<file path="config.mk">
export PLATFORM = sky130hd
export DESIGN_NAME = cell_balance_duty_controller
export DESIGN_NICKNAME = d
export VERILOG_FILES = /design/src/design/cbd_pkg.sv /design/src/design/cbd_cell_store.sv /design/src/design/cbd_mask_walk.sv /design/src/design/cell_balance_duty_controller.sv
export SDC_FILE = /design/constraint.sdc
export NUM_CORES = 2
export LEC_CHECK = 0
export BUFFER_PORTS_ARGS = -buffer_cell sky130_fd_sc_hd__buf_2
export CAP_MARGIN = 20
export CORE_MARGIN = 2
export CORE_UTILIZATION = 55
export CTS_CLUSTER_SIZE = 24
export DETAILED_ROUTE_END_ITERATION = 16
export MAX_ROUTING_LAYER = met4
export PLACE_DENSITY = 0.71
export REMOVE_ABC_BUFFERS = 1
export SLEW_MARGIN = 0
export SYNTH_ARGS = -nofsm -noshare
export SYNTH_HDL_FRONTEND = slang
export SYNTH_SLANG_ARGS = --single-unit
</file>
<file path="constraint.sdc">
create_clock -name clk -period 6.8 [get_ports clk]
set_clock_uncertainty 0.2 [all_clocks]
set_input_delay 1.36 -clock clk [delete_from_list [all_inputs] [get_ports clk]]
set_output_delay 1.36 -clock clk [all_outputs]
set_load 0.02 [all_outputs]
</file>
<file path="src/design/cbd_pkg.sv">
// shared constants, codes and types of the cell balance duty controller
package cbd_pkg;

	// default geometry of the pack
	localparam int NUM_MODULES_DEF      = 8;
	localparam int CELLS_PER_MODULE_DEF = 16;

	// voltage store
	localparam int STORE_DEPTH = 128;
	localparam int CELL_ADDR_W = 7;
	localparam int VOLT_W      = 16;
	localparam int LIMIT_W     = VOLT_W + 1;

	// millisecond counters and timing registers
	localparam int          MS_W   = 24;
	localparam logic [23:0] MS_MAX = 24'hFFFFFF;

	// field widths
	localparam int MODE_W         = 2;
	localparam int CMD_W          = 8;
	localparam int STATE_W        = 2;
	localparam int MODULE_INDEX_W = 3;
	localparam int CELL_MASK_W    = 16;

	// configuration port
	localparam int CFG_IDX_W  = 2;
	localparam int CFG_DATA_W = 24;

	// command byte codes
	localparam logic [CMD_W-1:0] CMD_DISABLE = 8'd0;
	localparam logic [CMD_W-1:0] CMD_ENABLE  = 8'd1;

	typedef enum logic [MODE_W-1:0] {
		MODE_TICK    = 2'd0,
		MODE_COMMAND = 2'd1,
		MODE_VOLT_WR = 2'd2,
		MODE_MIN_WR  = 2'd3
	} mode_t;

	typedef enum logic [CFG_IDX_W-1:0] {
		CFG_TIMEOUT   = 2'd0,
		CFG_REST      = 2'd1,
		CFG_ACTIVE    = 2'd2,
		CFG_THRESHOLD = 2'd3
	} cfg_reg_t;

	typedef enum logic [STATE_W-1:0] {
		BAL_DISABLED = 2'd0,
		BAL_REST     = 2'd1,
		BAL_ACTIVE   = 2'd2
	} bal_state_t;

	// one finished module mask from the walker
	typedef struct packed {
		logic                      ready;
		logic                      last;
		logic [MODULE_INDEX_W-1:0] module_idx;
		logic [CELL_MASK_W-1:0]    mask;
	} mask_res_t;

endpackage

</file>
<file path="src/design/cbd_cell_store.sv">
// cell voltage memory with per-entry valid bits, unwritten entries read as zero
module cbd_cell_store (
	input  logic                        clk,
	input  logic                        arst_n,
	input  logic                        wr_en,
	input  logic [cbd_pkg::CELL_ADDR_W-1:0] wr_addr,
	input  logic [cbd_pkg::VOLT_W-1:0]  wr_data,
	input  logic [cbd_pkg::CELL_ADDR_W-1:0] rd_addr,
	output logic [cbd_pkg::VOLT_W-1:0]  rd_data
);
	import cbd_pkg::*;

	logic [VOLT_W-1:0]      mem [STORE_DEPTH];
	logic [STORE_DEPTH-1:0] vld_q;
	logic [VOLT_W-1:0]      rd_data_q;
	logic                   rd_vld_q;

	// valid bits, cleared at reset
	always_ff @(posedge clk or negedge arst_n) begin
		if (!arst_n) begin
			vld_q <= '0;
		end else if (wr_en) begin
			vld_q[wr_addr] <= 1'b1;
		end
	end

	// write port and registered read port
	always_ff @(posedge clk) begin
		if (wr_en) begin
			mem[wr_addr] <= wr_data;
		end
		rd_data_q <= mem[rd_addr];
		rd_vld_q  <= vld_q[rd_addr];
	end

	assign rd_data = rd_vld_q ? rd_data_q : '0;

endmodule

</file>
<file path="src/design/cbd_mask_walk.sv">
// mask walker: one shared compare unit steps through the cells of each module
module cbd_mask_walk #(
	parameter int NUM_MODULES      = cbd_pkg::NUM_MODULES_DEF,
	parameter int CELLS_PER_MODULE = cbd_pkg::CELLS_PER_MODULE_DEF
) (
	input  logic                            clk,
	input  logic                            arst_n,
	input  logic                            start,
	input  logic                            select,
	input  logic [cbd_pkg::LIMIT_W-1:0]     limit,
	input  logic                            consume,
	output logic [cbd_pkg::CELL_ADDR_W-1:0] rd_addr,
	input  logic [cbd_pkg::VOLT_W-1:0]      rd_data,
	output cbd_pkg::mask_res_t              res
);
	import cbd_pkg::*;

	localparam int MOD_W  = (NUM_MODULES > 1) ? $clog2(NUM_MODULES) : 1;
	localparam int CELL_W = (CELLS_PER_MODULE > 1) ? $clog2(CELLS_PER_MODULE) : 1;
	localparam int ADDR_W = $clog2(NUM_MODULES * CELLS_PER_MODULE + 1);

	typedef enum logic [1:0] {
		W_IDLE,
		W_RUN,
		W_DRAIN,
		W_HOLD
	} walk_state_t;

	walk_state_t                 st_q;
	logic [MOD_W-1:0]            mod_q;
	logic [CELL_W-1:0]           cell_q;
	logic [ADDR_W-1:0]           addr_q;
	logic [CELLS_PER_MODULE-1:0] mask_q;
	logic                        sel_q;
	logic [LIMIT_W-1:0]          limit_q;
	logic                        issue_s1;
	logic [CELL_W-1:0]           cell_s1;
	logic                        inrange_s1;
	logic                        hit;
	logic                        addr_inrange;

	assign rd_addr      = CELL_ADDR_W'(addr_q);
	assign addr_inrange = {{(32-ADDR_W){1'b0}}, addr_q} < 32'(STORE_DEPTH);

	// shared compare on the registered read data
	assign hit = issue_s1 && sel_q && inrange_s1 && ({1'b0, rd_data} > limit_q);

	// sequencer over modules and cells, with the compare stage
	always_ff @(posedge clk or negedge arst_n) begin
		if (!arst_n) begin
			st_q       <= W_IDLE;
			mod_q      <= '0;
			cell_q     <= '0;
			addr_q     <= '0;
			mask_q     <= '0;
			sel_q      <= 1'b0;
			limit_q    <= '0;
			issue_s1   <= 1'b0;
			cell_s1    <= '0;
			inrange_s1 <= 1'b0;
		end else begin
			issue_s1   <= (st_q == W_RUN);
			cell_s1    <= cell_q;
			inrange_s1 <= addr_inrange;
			if (hit) begin
				mask_q[cell_s1] <= 1'b1;
			end
			unique case (st_q)
				W_IDLE: begin
					if (start) begin
						mod_q   <= '0;
						cell_q  <= '0;
						addr_q  <= '0;
						mask_q  <= '0;
						sel_q   <= select;
						limit_q <= limit;
						st_q    <= W_RUN;
					end
				end
				W_RUN: begin
					addr_q <= addr_q + ADDR_W'(1);
					if (cell_q == CELL_W'(CELLS_PER_MODULE - 1)) begin
						cell_q <= '0;
						st_q   <= W_DRAIN;
					end else begin
						cell_q <= cell_q + CELL_W'(1);
					end
				end
				W_DRAIN: begin
					st_q <= W_HOLD;
				end
				W_HOLD: begin
					if (consume) begin
						if (mod_q == MOD_W'(NUM_MODULES - 1)) begin
							st_q <= W_IDLE;
						end else begin
							mod_q  <= mod_q + MOD_W'(1);
							mask_q <= '0;
							st_q   <= W_RUN;
						end
					end
				end
				default: st_q <= W_IDLE;
			endcase
		end
	end

	// finished mask toward the output stage
	always_comb begin
		res            = '0;
		res.ready      = (st_q == W_HOLD);
		res.last       = (mod_q == MOD_W'(NUM_MODULES - 1));
		res.module_idx = MODULE_INDEX_W'(mod_q);
		res.mask       = CELL_MASK_W'(mask_q);
	end

endmodule

</file>
<file path="src/design/cell_balance_duty_controller.sv">
// top level of the passive cell balance duty controller
// a command, voltage write, minimum write or tick with no state entry: accepted in idle,
// then its single result is registered in the result state once the output slot is free
// a tick that enters a state: the walker reads one stored cell voltage per cycle of a module
// through the single compare unit, and waits in hold until each finished mask is taken
// asynchronous active-low reset: disabled state, zeroed counters, empty voltage store
module cell_balance_duty_controller #(
	parameter int NUM_MODULES      = cbd_pkg::NUM_MODULES_DEF,
	parameter int CELLS_PER_MODULE = cbd_pkg::CELLS_PER_MODULE_DEF
) (
	input  logic                               clk,
	input  logic                               arst_n,
	// configuration
	input  logic                               cfg_we,
	input  logic [cbd_pkg::CFG_IDX_W-1:0]      cfg_index,
	input  logic [cbd_pkg::CFG_DATA_W-1:0]     cfg_data,
	// input channel
	input  logic                               in_valid,
	output logic                               in_stall,
	input  logic [cbd_pkg::MODE_W-1:0]         mode,
	input  logic [cbd_pkg::CMD_W-1:0]          command_value,
	input  logic [cbd_pkg::CELL_ADDR_W-1:0]    cell_index,
	input  logic [cbd_pkg::VOLT_W-1:0]         voltage_mv,
	input  logic                               fault,
	// output channel
	output logic                               out_valid,
	input  logic                               out_stall,
	output logic [cbd_pkg::STATE_W-1:0]        balance_state,
	output logic                               mask_valid,
	output logic [cbd_pkg::MODULE_INDEX_W-1:0] module_index,
	output logic [cbd_pkg::CELL_MASK_W-1:0]    cell_mask,
	output logic                               last
);
	import cbd_pkg::*;

	typedef enum logic [1:0] {
		T_IDLE,
		T_RESULT,
		T_MASKS
	} top_state_t;

	top_state_t          st_q;
	bal_state_t          bal_q;
	bal_state_t          prev_q;
	logic [MS_W-1:0]     since_q;
	logic [MS_W-1:0]     tis_q;
	logic [VOLT_W-1:0]   pack_min_q;

	logic [MS_W-1:0]     timeout_q;
	logic [MS_W-1:0]     rest_len_q;
	logic [MS_W-1:0]     active_len_q;
	logic [VOLT_W-1:0]   threshold_q;

	logic                out_valid_q;
	logic [STATE_W-1:0]  out_state_q;
	logic                out_mvalid_q;
	logic [MODULE_INDEX_W-1:0] out_mod_q;
	logic [CELL_MASK_W-1:0]    out_mask_q;
	logic                out_last_q;

	bal_state_t          bal_n;
	bal_state_t          prev_n;
	logic [MS_W-1:0]     since_n;
	logic [MS_W-1:0]     tis_n;
	logic                emit_n;
	logic                sel_n;

	logic                accept;
	logic                slot_free;
	logic                out_load;
	logic                walk_start;
	logic                consume;
	logic                store_we;
	logic [LIMIT_W-1:0]  limit;
	logic [CELL_ADDR_W-1:0] rd_addr;
	logic [VOLT_W-1:0]   rd_data;
	mask_res_t           res;

	assign in_stall  = (st_q != T_IDLE);
	assign accept    = in_valid && !in_stall;
	assign slot_free = !out_valid_q || !out_stall;
	assign store_we  = accept && (mode_t'(mode) == MODE_VOLT_WR);
	assign walk_start = accept && (mode_t'(mode) == MODE_TICK) && emit_n;
	assign consume   = (st_q == T_MASKS) && res.ready && slot_free;
	assign out_load  = ((st_q == T_RESULT) && slot_free) || consume;
	assign limit     = {1'b0, pack_min_q} + {1'b0, threshold_q};

	// next balancing state for a command or a tick
	always_comb begin
		logic [MS_W-1:0] since_inc;
		logic [MS_W-1:0] tis_inc;
		bal_state_t      st;
		since_inc = (since_q == MS_MAX) ? since_q : since_q + MS_W'(1);
		tis_inc   = (tis_q == MS_MAX) ? tis_q : tis_q + MS_W'(1);
		st        = bal_q;
		bal_n     = bal_q;
		prev_n    = prev_q;
		since_n   = since_q;
		tis_n     = tis_q;
		emit_n    = 1'b0;
		sel_n     = 1'b0;
		unique case (mode_t'(mode))
			MODE_COMMAND: begin
				since_n = '0;
				if (command_value == CMD_ENABLE && bal_q == BAL_DISABLED && !fault) begin
					bal_n = BAL_ACTIVE;
					tis_n = '0;
				end else if (command_value == CMD_DISABLE) begin
					bal_n = BAL_DISABLED;
					tis_n = '0;
				end
			end
			MODE_TICK: begin
				since_n = since_inc;
				tis_n   = tis_inc;
				// command timeout, then fault override
				if (st != BAL_DISABLED && since_inc > timeout_q) begin
					st = BAL_DISABLED;
				end
				if (fault) begin
					st = BAL_DISABLED;
				end
				// entry and duration rules
				unique case (st)
					BAL_REST: begin
						if (prev_q != BAL_REST) begin
							tis_n  = '0;
							emit_n = 1'b1;
							prev_n = BAL_REST;
						end
						bal_n = (tis_n >= rest_len_q) ? BAL_ACTIVE : BAL_REST;
					end
					BAL_ACTIVE: begin
						if (prev_q != BAL_ACTIVE) begin
							tis_n  = '0;
							emit_n = 1'b1;
							sel_n  = 1'b1;
							prev_n = BAL_ACTIVE;
						end
						bal_n = (tis_n >= active_len_q) ? BAL_REST : BAL_ACTIVE;
					end
					default: begin
						bal_n = BAL_DISABLED;
						if (prev_q != BAL_DISABLED) begin
							emit_n = 1'b1;
							prev_n = BAL_DISABLED;
						end
					end
				endcase
			end
			MODE_VOLT_WR, MODE_MIN_WR: begin
				bal_n = bal_q;
			end
			default: bal_n = bal_q;
		endcase
	end

	// configuration registers
	always_ff @(posedge clk or negedge arst_n) begin
		if (!arst_n) begin
			timeout_q    <= MS_W'(1000);
			rest_len_q   <= MS_W'(10000);
			active_len_q <= MS_W'(30000);
			threshold_q  <= VOLT_W'(10);
		end else if (cfg_we) begin
			unique case (cfg_reg_t'(cfg_index))
				CFG_TIMEOUT:   timeout_q    <= cfg_data;
				CFG_REST:      rest_len_q   <= cfg_data;
				CFG_ACTIVE:    active_len_q <= cfg_data;
				CFG_THRESHOLD: threshold_q  <= cfg_data[VOLT_W-1:0];
				default:       timeout_q    <= timeout_q;
			endcase
		end
	end

	// item sequencer, balancing state and output register
	always_ff @(posedge clk or negedge arst_n) begin
		if (!arst_n) begin
			st_q         <= T_IDLE;
			bal_q        <= BAL_DISABLED;
			prev_q       <= BAL_DISABLED;
			since_q      <= '0;
			tis_q        <= '0;
			pack_min_q   <= '0;
			out_valid_q  <= 1'b0;
			out_state_q  <= '0;
			out_mvalid_q <= 1'b0;
			out_mod_q    <= '0;
			out_mask_q   <= '0;
			out_last_q   <= 1'b0;
		end else begin
			// result slot: filled on a load, emptied when taken
			if (out_load) begin
				out_valid_q <= 1'b1;
			end else if (out_valid_q && !out_stall) begin
				out_valid_q <= 1'b0;
			end
			unique case (st_q)
				T_IDLE: begin
					if (accept) begin
						bal_q   <= bal_n;
						prev_q  <= prev_n;
						since_q <= since_n;
						tis_q   <= tis_n;
						if (mode_t'(mode) == MODE_MIN_WR) begin
							pack_min_q <= voltage_mv;
						end
						st_q <= walk_start ? T_MASKS : T_RESULT;
					end
				end
				T_RESULT: begin
					if (slot_free) begin
						out_state_q  <= bal_q;
						out_mvalid_q <= 1'b0;
						out_mod_q    <= '0;
						out_mask_q   <= '0;
						out_last_q   <= 1'b1;
						st_q         <= T_IDLE;
					end
				end
				T_MASKS: begin
					if (consume) begin
						out_state_q  <= bal_q;
						out_mvalid_q <= 1'b1;
						out_mod_q    <= res.module_idx;
						out_mask_q   <= res.mask;
						out_last_q   <= res.last;
						if (res.last) begin
							st_q <= T_IDLE;
						end
					end
				end
				default: st_q <= T_IDLE;
			endcase
		end
	end

	assign out_valid     = out_valid_q;
	assign balance_state = out_state_q;
	assign mask_valid    = out_mvalid_q;
	assign module_index  = out_mod_q;
	assign cell_mask     = out_mask_q;
	assign last          = out_last_q;

	cbd_cell_store u_store (
		.clk     (clk),
		.arst_n  (arst_n),
		.wr_en   (store_we),
		.wr_addr (cell_index),
		.wr_data (voltage_mv),
		.rd_addr (rd_addr),
		.rd_data (rd_data)
	);

	cbd_mask_walk #(
		.NUM_MODULES      (NUM_MODULES),
		.CELLS_PER_MODULE (CELLS_PER_MODULE)
	) u_walk (
		.clk     (clk),
		.arst_n  (arst_n),
		.start   (walk_start),
		.select  (sel_n),
		.limit   (limit),
		.consume (consume),
		.rd_addr (rd_addr),
		.rd_data (rd_data),
		.res     (res)
	);

endmodule

</file>
* After elaboration in Yosys (flattened, before gate mapping)
Memories as Yosys holds them, arrays and structs flattened. A register that Yosys moved wholly into a read port is not among the register bits.
Cells that the tools add are included.
** Operators by class
- Add/subtract/negate cells :: 6
- Multiply operators :: 0
- Divide/modulo/power cells :: 0
- Order comparisons :: 10
- Eq/ne operators :: 31
- Shift-type cells :: 0
- Multiplexer cells :: 84
- Bitwise logic cells :: 3
- Reduce and logical (&&, ||, !) cells :: 53
** Operator list (number)
- 24-bit two-way mux :: 10
- 24-bit one-hot mux with 2 select lines :: 3
- 128-bit OR :: 1
- 16-bit two-way mux :: 7
- 16-bit one-hot mux with 2 select lines :: 2
- 24-bit by 1-bit adder with 24-bit output, second input constant :: 2
- 24-bit equality test, second input constant :: 2
- 24-bit greater-or-equal comparator :: 2
- 2-bit two-way mux :: 20
- 24-bit > comparator :: 1
- 2-bit inequality test, second input constant :: 11
- 1-bit two-way mux :: 18
- 16-bit by 16-bit adder with 17-bit output :: 1
- 16-bit by 17-bit > comparator with 1-bit output :: 1
- 2-bit equality test, second input constant :: 8
- 1-bit logical AND :: 16
- 7-bit by 8-bit < comparator with 1-bit output, second input constant :: 2
- 16-bit OR :: 1
- 2-bit one-hot mux with 2 select lines :: 4
- 8-bit one-hot mux with 2 select lines :: 1
- 4-bit AND reduction :: 4
- 2-bit nonzero test :: 8
- 3-bit two-way mux :: 5
- 3-bit one-hot mux with 2 select lines :: 2
- 32 further kinds :: 55
** Storage, ports and cells
- Flip-flop bits (word level) :: 368
- Latch bits :: 0
- Memory bits (writable) :: 2048
- Bits in read-only memories :: 0
- Input port bits :: 65
- Word-level logic and storage cells :: 216
- Memories :: 1
** Memory list
- u_store.mem :: words 128, width 16, read ports 1, clocked after Yosys merged registers in 1, wr ports 1, RTL line cbd_cell_store.sv:13 : logic [VOLT_W-1:0] mem [STORE_DEPTH];

* Longest topological paths before layout
- Word-level depth :: 14
- Depth in mapped cells :: 23

* Hierarchy
From an unflattened synthesis, not the netlist that was laid out.
** Unflattened totals
- Cells, all modules :: 4895
- Area, all modules :: 97970.2 µm²
** Modules (own cells, without submodules)
- cbd_cell_store :: instances 1, cells an instance 3433, area each 83809.1 µm², seq. area each 65042.4 µm²
- cell_balance_duty_controller :: instances 1, cells an instance 1184, area each 11213.3 µm², seq. area each 4579.4 µm²
- cbd_mask_walk :: instances 1, cells an instance 278, area each 2947.8 µm², seq. area each 1426.4 µm²

* Worst setup path after synthesis
Ideal clock, no wire load.
- Kind :: reg2reg
- Start :: register since_q[7]
- End :: register u_walk.cell_q[3]
- Library setup time :: 0.066 ns
- Arrival time :: 4.836 ns
- Data required time :: 6.534 ns
- Slack :: 1.698 ns
- Cell stages (with the launch flop) :: 22
- Path buffers :: 2
- Period minus slack after synthesis :: 5.102 ns
- Cell sequence :: dfrtp_1 > clkbuf_2 > nand4_1 > nor4_2 > a211oi_1 > and4_1 > xor2_1 > ha_1 > a21o_1 > a21o_1 > a21oi_1 > o21ai_0 > and4_1 > a211oi_1 > a41oi_1 > ha_1 > o31ai_2 > a21bo_2 > buf_4 > o21ai_0 > o31ai_1 > a22o_1
** Between the ends
- Cells in the longest elaborated chain, start to end :: 13
- Elaborated cells on any way between the ends :: 15
** RTL lines
- start, declared :: RTL line cell_balance_duty_controller.sv:45 : logic [MS_W-1:0] since_q;
- start signal, assigned :: RTL line cell_balance_duty_controller.sv:203 : since_q <= since_n;
- 24-bit by 1-bit adder with 24-bit output / 24-bit equality test (equally long branches) :: RTL line cell_balance_duty_controller.sv:93 : since_inc = (since_q == MS_MAX) ? since_q : since_q + MS_W'(1);
- 24-bit two-way mux * :: RTL line cell_balance_duty_controller.sv:93
- 24-bit > comparator * :: RTL line cell_balance_duty_controller.sv:117 : if (st != BAL_DISABLED && since_inc > timeout_q) begin
- 1-bit logical AND * :: RTL line cell_balance_duty_controller.sv:117
- 2-bit two-way mux * :: RTL line cell_balance_duty_controller.sv:117
- 2-bit two-way mux * :: RTL line cell_balance_duty_controller.sv:120 : if (fault) begin
- 2-bit two-way mux * :: RTL line cell_balance_duty_controller.sv:102 : unique case (mode_t'(mode))
- 2-bit equality test / 2-bit by 1-bit equality test with 1-bit output (equally long branches) :: RTL line cell_balance_duty_controller.sv:124 : unique case (st)
- 1-bit one-hot mux with 2 select lines * :: RTL line cell_balance_duty_controller.sv:124
- 1-bit two-way mux * :: RTL line cell_balance_duty_controller.sv:102
- 1-bit logical AND * :: RTL line cell_balance_duty_controller.sv:83 : assign walk_start = accept && (mode_t'(mode) == MODE_TICK) && emit_n;
- 2-bit inequality test (no source line) *
- 2-bit AND reduction (no source line) *
- end signal, assigned :: RTL line cbd_mask_walk.sv:86 : cell_q <= cell_q + CELL_W'(1);
- end, declared :: RTL line cbd_mask_walk.sv:31 : logic [CELL_W-1:0] cell_q;
Mark *: on every way between the ends. The rest lies on a longest branch, timed or not. The select of a mux whose other input is x is not followed.
A chain may end at the register's enable or synchronous reset.

* Worst setup path after layout
- Start :: register since_q[6]
- End :: register u_walk.mod_q[1]
** Between the ends
- Cells in the longest elaborated chain, start to end :: 13
- Elaborated cells on any way between the ends :: 15
** RTL lines
- 24-bit by 1-bit adder with 24-bit output / 24-bit equality test (equally long branches) :: RTL line cell_balance_duty_controller.sv:93
- 24-bit two-way mux * :: RTL line cell_balance_duty_controller.sv:93
- 24-bit > comparator * :: RTL line cell_balance_duty_controller.sv:117
- 1-bit logical AND * :: RTL line cell_balance_duty_controller.sv:117
- 2-bit two-way mux * :: RTL line cell_balance_duty_controller.sv:117
- 2-bit two-way mux * :: RTL line cell_balance_duty_controller.sv:120
- 2-bit two-way mux * :: RTL line cell_balance_duty_controller.sv:102
- 2-bit equality test / 2-bit by 1-bit equality test with 1-bit output (equally long branches) :: RTL line cell_balance_duty_controller.sv:124
- 1-bit one-hot mux with 2 select lines * :: RTL line cell_balance_duty_controller.sv:124
- 1-bit two-way mux * :: RTL line cell_balance_duty_controller.sv:102
- 1-bit logical AND * :: RTL line cell_balance_duty_controller.sv:83
- 2-bit inequality test (no source line) *
- 4-bit AND reduction (no source line) *
- end signal, assigned :: RTL line cbd_mask_walk.sv:97 : mod_q <= mod_q + MOD_W'(1);
- end, declared :: RTL line cbd_mask_walk.sv:30 : logic [MOD_W-1:0] mod_q;
Marked as above.

==> flow_metrics.py <==
metrics = {
    "run_status": {
        "status": "complete, no violations",
    },
    "die": {
        "die_x_um": 427,
        "io_pins": 90,
        "dieArea_um2": 182000,
        "core_um2": 178000,
        "start_util_pct": 55.3,
        "fp-row-count": 155,
        "chipHeight_um": 427,
    },
    "placed_design": {
        "place_area_um2": 103000,
        "place_congestion": 0.864,
        "io_buffers": 89,
        "dp_hpwl_um": 151000,
    },
    "final_layout": {
        "fillCellCount": 12375,
        "final_area_um2": 110000,
        "drive_gt1_share_pct": 25.9,
        "nNetsFinal": 5743,
        "final_core_util_pct": 62.0,
        "area_delta_synth_final_pct": 12.1,
    },
    "clock_tree": {
        "cts_setup_buffers": 0,
        "root_buffer": "clkbuf_16",
        "cts.sinks": 2432,
        "holdBufCountCts": 0,
        "ctsHtreeMaxLevel": 4,
        "cts_buffer_depth": 3,
        "cts_tree": "built",
        "post_cts_resized": 0,
        "clk_latency_ps": 860,
        "cts_made_buffers": 231,
        "clk_pin_slew_ps": 60,
    },
    "synth": {
        "yosys.area_share.xor_xnor_pct": 0.489,
        "ys_top_cells_by_count": "edfxtp_1, mux4_2, dfrtp_1",
        "yosysWarnings": 0,
        "ys_async_sr_fraction_pct": 15.1,
        "yosysMostFrequentCell": "edfxtp_1",
        "syn_area_per_cell_um2": 18.7,
        "synthFlopType": "edfxtp_1",
        "yosys.area_share.simple_pct": 4.02,
        "synthMuxAreaShare_pct": 15.6,
        "synth-edff-count": 2048,
        "synth_compound_area_share_pct": 4.26,
        "synthAdderAreaFrac_pct": 1.49,
        "yosysTopAreaCell": "edfxtp_1",
        "netlist_area_um2": 98500,
        "ys_types": 77,
        "synth_top_family_by_area": "multiplexers",
        "ys_seq_elements": 2432,
        "synth_top_area_share_pct": 62.5,
        "synth_cells": 5279,
        "synth.yosys.seq_area_share_pct": 72.2,
        "synthTopCellsByArea": "edfxtp_1, mux4_2, dfrtp_1",
    },
    "critical_path": {
        "crit_chain": "nand4_1, nor4_2, nand2_1, nand2b_1, nor4_1, xor2_1, ha_1, nand4_1, nor2_1, nand4_1, or3_1, nor3b_1, a41oi_1, ha_1, o21ai_0, o31ai_2, buf_4, a21boi_0, nor3_1, a22oi_1, o21ai_0",
        "crit_path_start": "since_q[6]$_DFFE_PN0P_",
        "crit_path_max_fanout": 8,
        "cp-end-kind": "flip-flop",
        "crit_path_max_incr_delay_ps": 690,
        "cp_slowest_cell": "nor4_2",
        "r2r-start": "since_q[6]$_DFFE_PN0P_",
        "worstSetupPathType": "reg -> reg",
        "crit_arrival_ps": 6590,
        "worst_path_most_repeated_cell": "nand4_1",
        "startpoint_type": "flip-flop",
        "rr_worst_depth": 21,
        "critPathRequiredTime_ps": 7330,
    },
    "global_routing": {
        "grt_first_pass_wirelength_um": 363000,
        "grtUsageTotal_pct": 28.5,
        "grt_max_degree": 113,
        "grt_overflow": 0,
        "grt_antenna_before_repair": 13,
        "grt_pass1_vias": 52286,
    },
    "sta": {
        "fin_crit_sh_pct": 89.2,
        "fin_crit_ps": 6060,
        "max_slew_margin_pct": 21.3,
        "final_max_slew_viol_count": 0,
        "hold_viol_final": 0,
        "worst_pin_slew_ps": 1180,
        "grt_setup_unrepaired": "no",
        "finalSetupViolCount": 0,
        "fmax_mhz": 165,
    },
    "route": {
        "wl_per_cell_um": 30.6,
        "drtIter0Drc": 6624,
        "vias": 52558,
        "drt-pass1-iter-count": 5,
        "ant_nets": 0,
        "avgViaCountPerCell": 6.47,
        "drt-total-wl_um": 249000,
        "drc": 0,
    },
    "power": {
        "leakagePower_uw": 0.0378,
        "power.density_nw_per_um2": 369,
        "ir_worst_vdd_mv": 0.372,
    },
    "worst_hold_path": {
        "hp-class": "reg -> reg",
        "min_from": "u_walk.cell_q[3]$_DFFE_PN0P_",
        "hold_depth": 0,
    },
    "run": {
        "cap_viol_max_count": 0,
    },
}
## where the power goes
group | switching, µW | internal [µW] | leakage [µW]
clock | 5620 | 7610 | 0.00382
sequential | 397 | 16600 | 0.0234
combinational | 6190 | 4380 | 0.0106
## stage by stage
stage | hold WS, ps | worst slack [ps] | std cells | setup TNS, ps | total power, µW
after CTS | 246 | 781 | 8117 | 0 | 40900
after global placement | 238 | 988 | 7674 | 0 | 27700
after global routing | 270 | 248 | 8125 | 0 | 42100
final | 253 | 735 | 8126 | 0 | 40800
after detailed placement | 234 | 781 | 7682 | 0 | 27800
after floorplan | 208 | -17040 | 5001 | -413340 | 24100
## critical path, delay by kind of cell (launching register included)
family	cells	cell delay [ps]
AOI/OAI and AO/OA	6	1140
xor gates and xnor gates	1	160
adders and majority gates	2	750
buffers and inverters	1	170
DFF	1	470
and+or+nand+nor	11	3040
## placed cells by master, fill, tap and decap left out, drive strengths merged, types with 26 or more instances in the layout
cell type and instances:
buf 327, clkinv 80, nor2 271, a22oi 26
dfrtp 347, nand3 70, or2 68, xnor2 26
mux2i 127, inv 113, nand4 26, o21ai 177
a21o 41, a22o 32, xor2 29, ha 116
o22ai 26, bufinv 28, edfxtp 2048, mux2 103
nor2b 26, nor3 31, o21bai 64, mux4 576
a21oi 89, nand2 255, clkbuf 313
## state kept, by name (all words and copies together), names as in the netlist, 2 cells and up
register / flops
balance_state: 2
u_walk.cell_q: 4
u_store.rd_data_q: 16
u_walk.limit_q: 17
cell_mask: 16
tis_q: 24
active_len_q: 24
u_walk.st_q: 2
u_walk.mod_q: 3
bal_q: 2
timeout_q: 24
prev_q: 2
pack_min_q: 16
u_store.vld_q: 128
st_q: 2
module_index: 3
u_store.mem: 2048
threshold_q: 16
u_walk.addr_q: 8
u_walk.cell_s1: 4
since_q: 24
u_walk.mask_q: 16
rest_len_q: 24
## layout make-up
type,count,area (µm²),share of cell area [%]
Timing Repair Buffer,327,2540,2.30
Multi-Input combinational cell,2461,25600,23.2
Tap cell,2355,2950,2.67
Sequential cell,2432,71100,64.4
Clock inverter,122,1520,1.37
Antenna cell,8,20.0,0.0181
Clock buffer,313,6340,5.74
Inverter,108,408,0.369
## routing by layer
layer	track usage [%]	part of all wire [%]	up-vias
met1	39.0	39	27622
met5	-	0	-
li1	-	-	21746
met2	43.8	48	2730
met4	9.54	3.5	0
met3	5.08	9.0	460
## path summary, 6_finish.rpt
check | end | slack (ps)
hold / removal | u_walk.cell_s1[3]$_DFF_PN0_ | 250
hold reg to reg | u_walk.cell_s1[3]$_DFF_PN0_ | 250
max in group asynchronous | u_store.vld_q[89]$_DFFE_PN0P_ | 4570
setup reg to reg | u_walk.mod_q[1]$_DFFE_PN0P_ | 740
setup / recovery | u_walk.mod_q[1]$_DFFE_PN0P_ | 740
min in group asynchronous | cell_mask[8]$_DFFE_PN0P_ | 310
## cells by family (layout without fill, tap and decap cells)
kind of cell / count (synthesis) / in the layout
fa+ha+maj: 117 / 117
other cells: 0 / 8
flops: 2432 / 2432
buf+inv: 386 / 870
compound gates: 630 / 630
mux: 806 / 806
simple gates: 853 / 853
xor+xnor: 55 / 55
No activity file was read; power rests on OpenSTA's default activity.
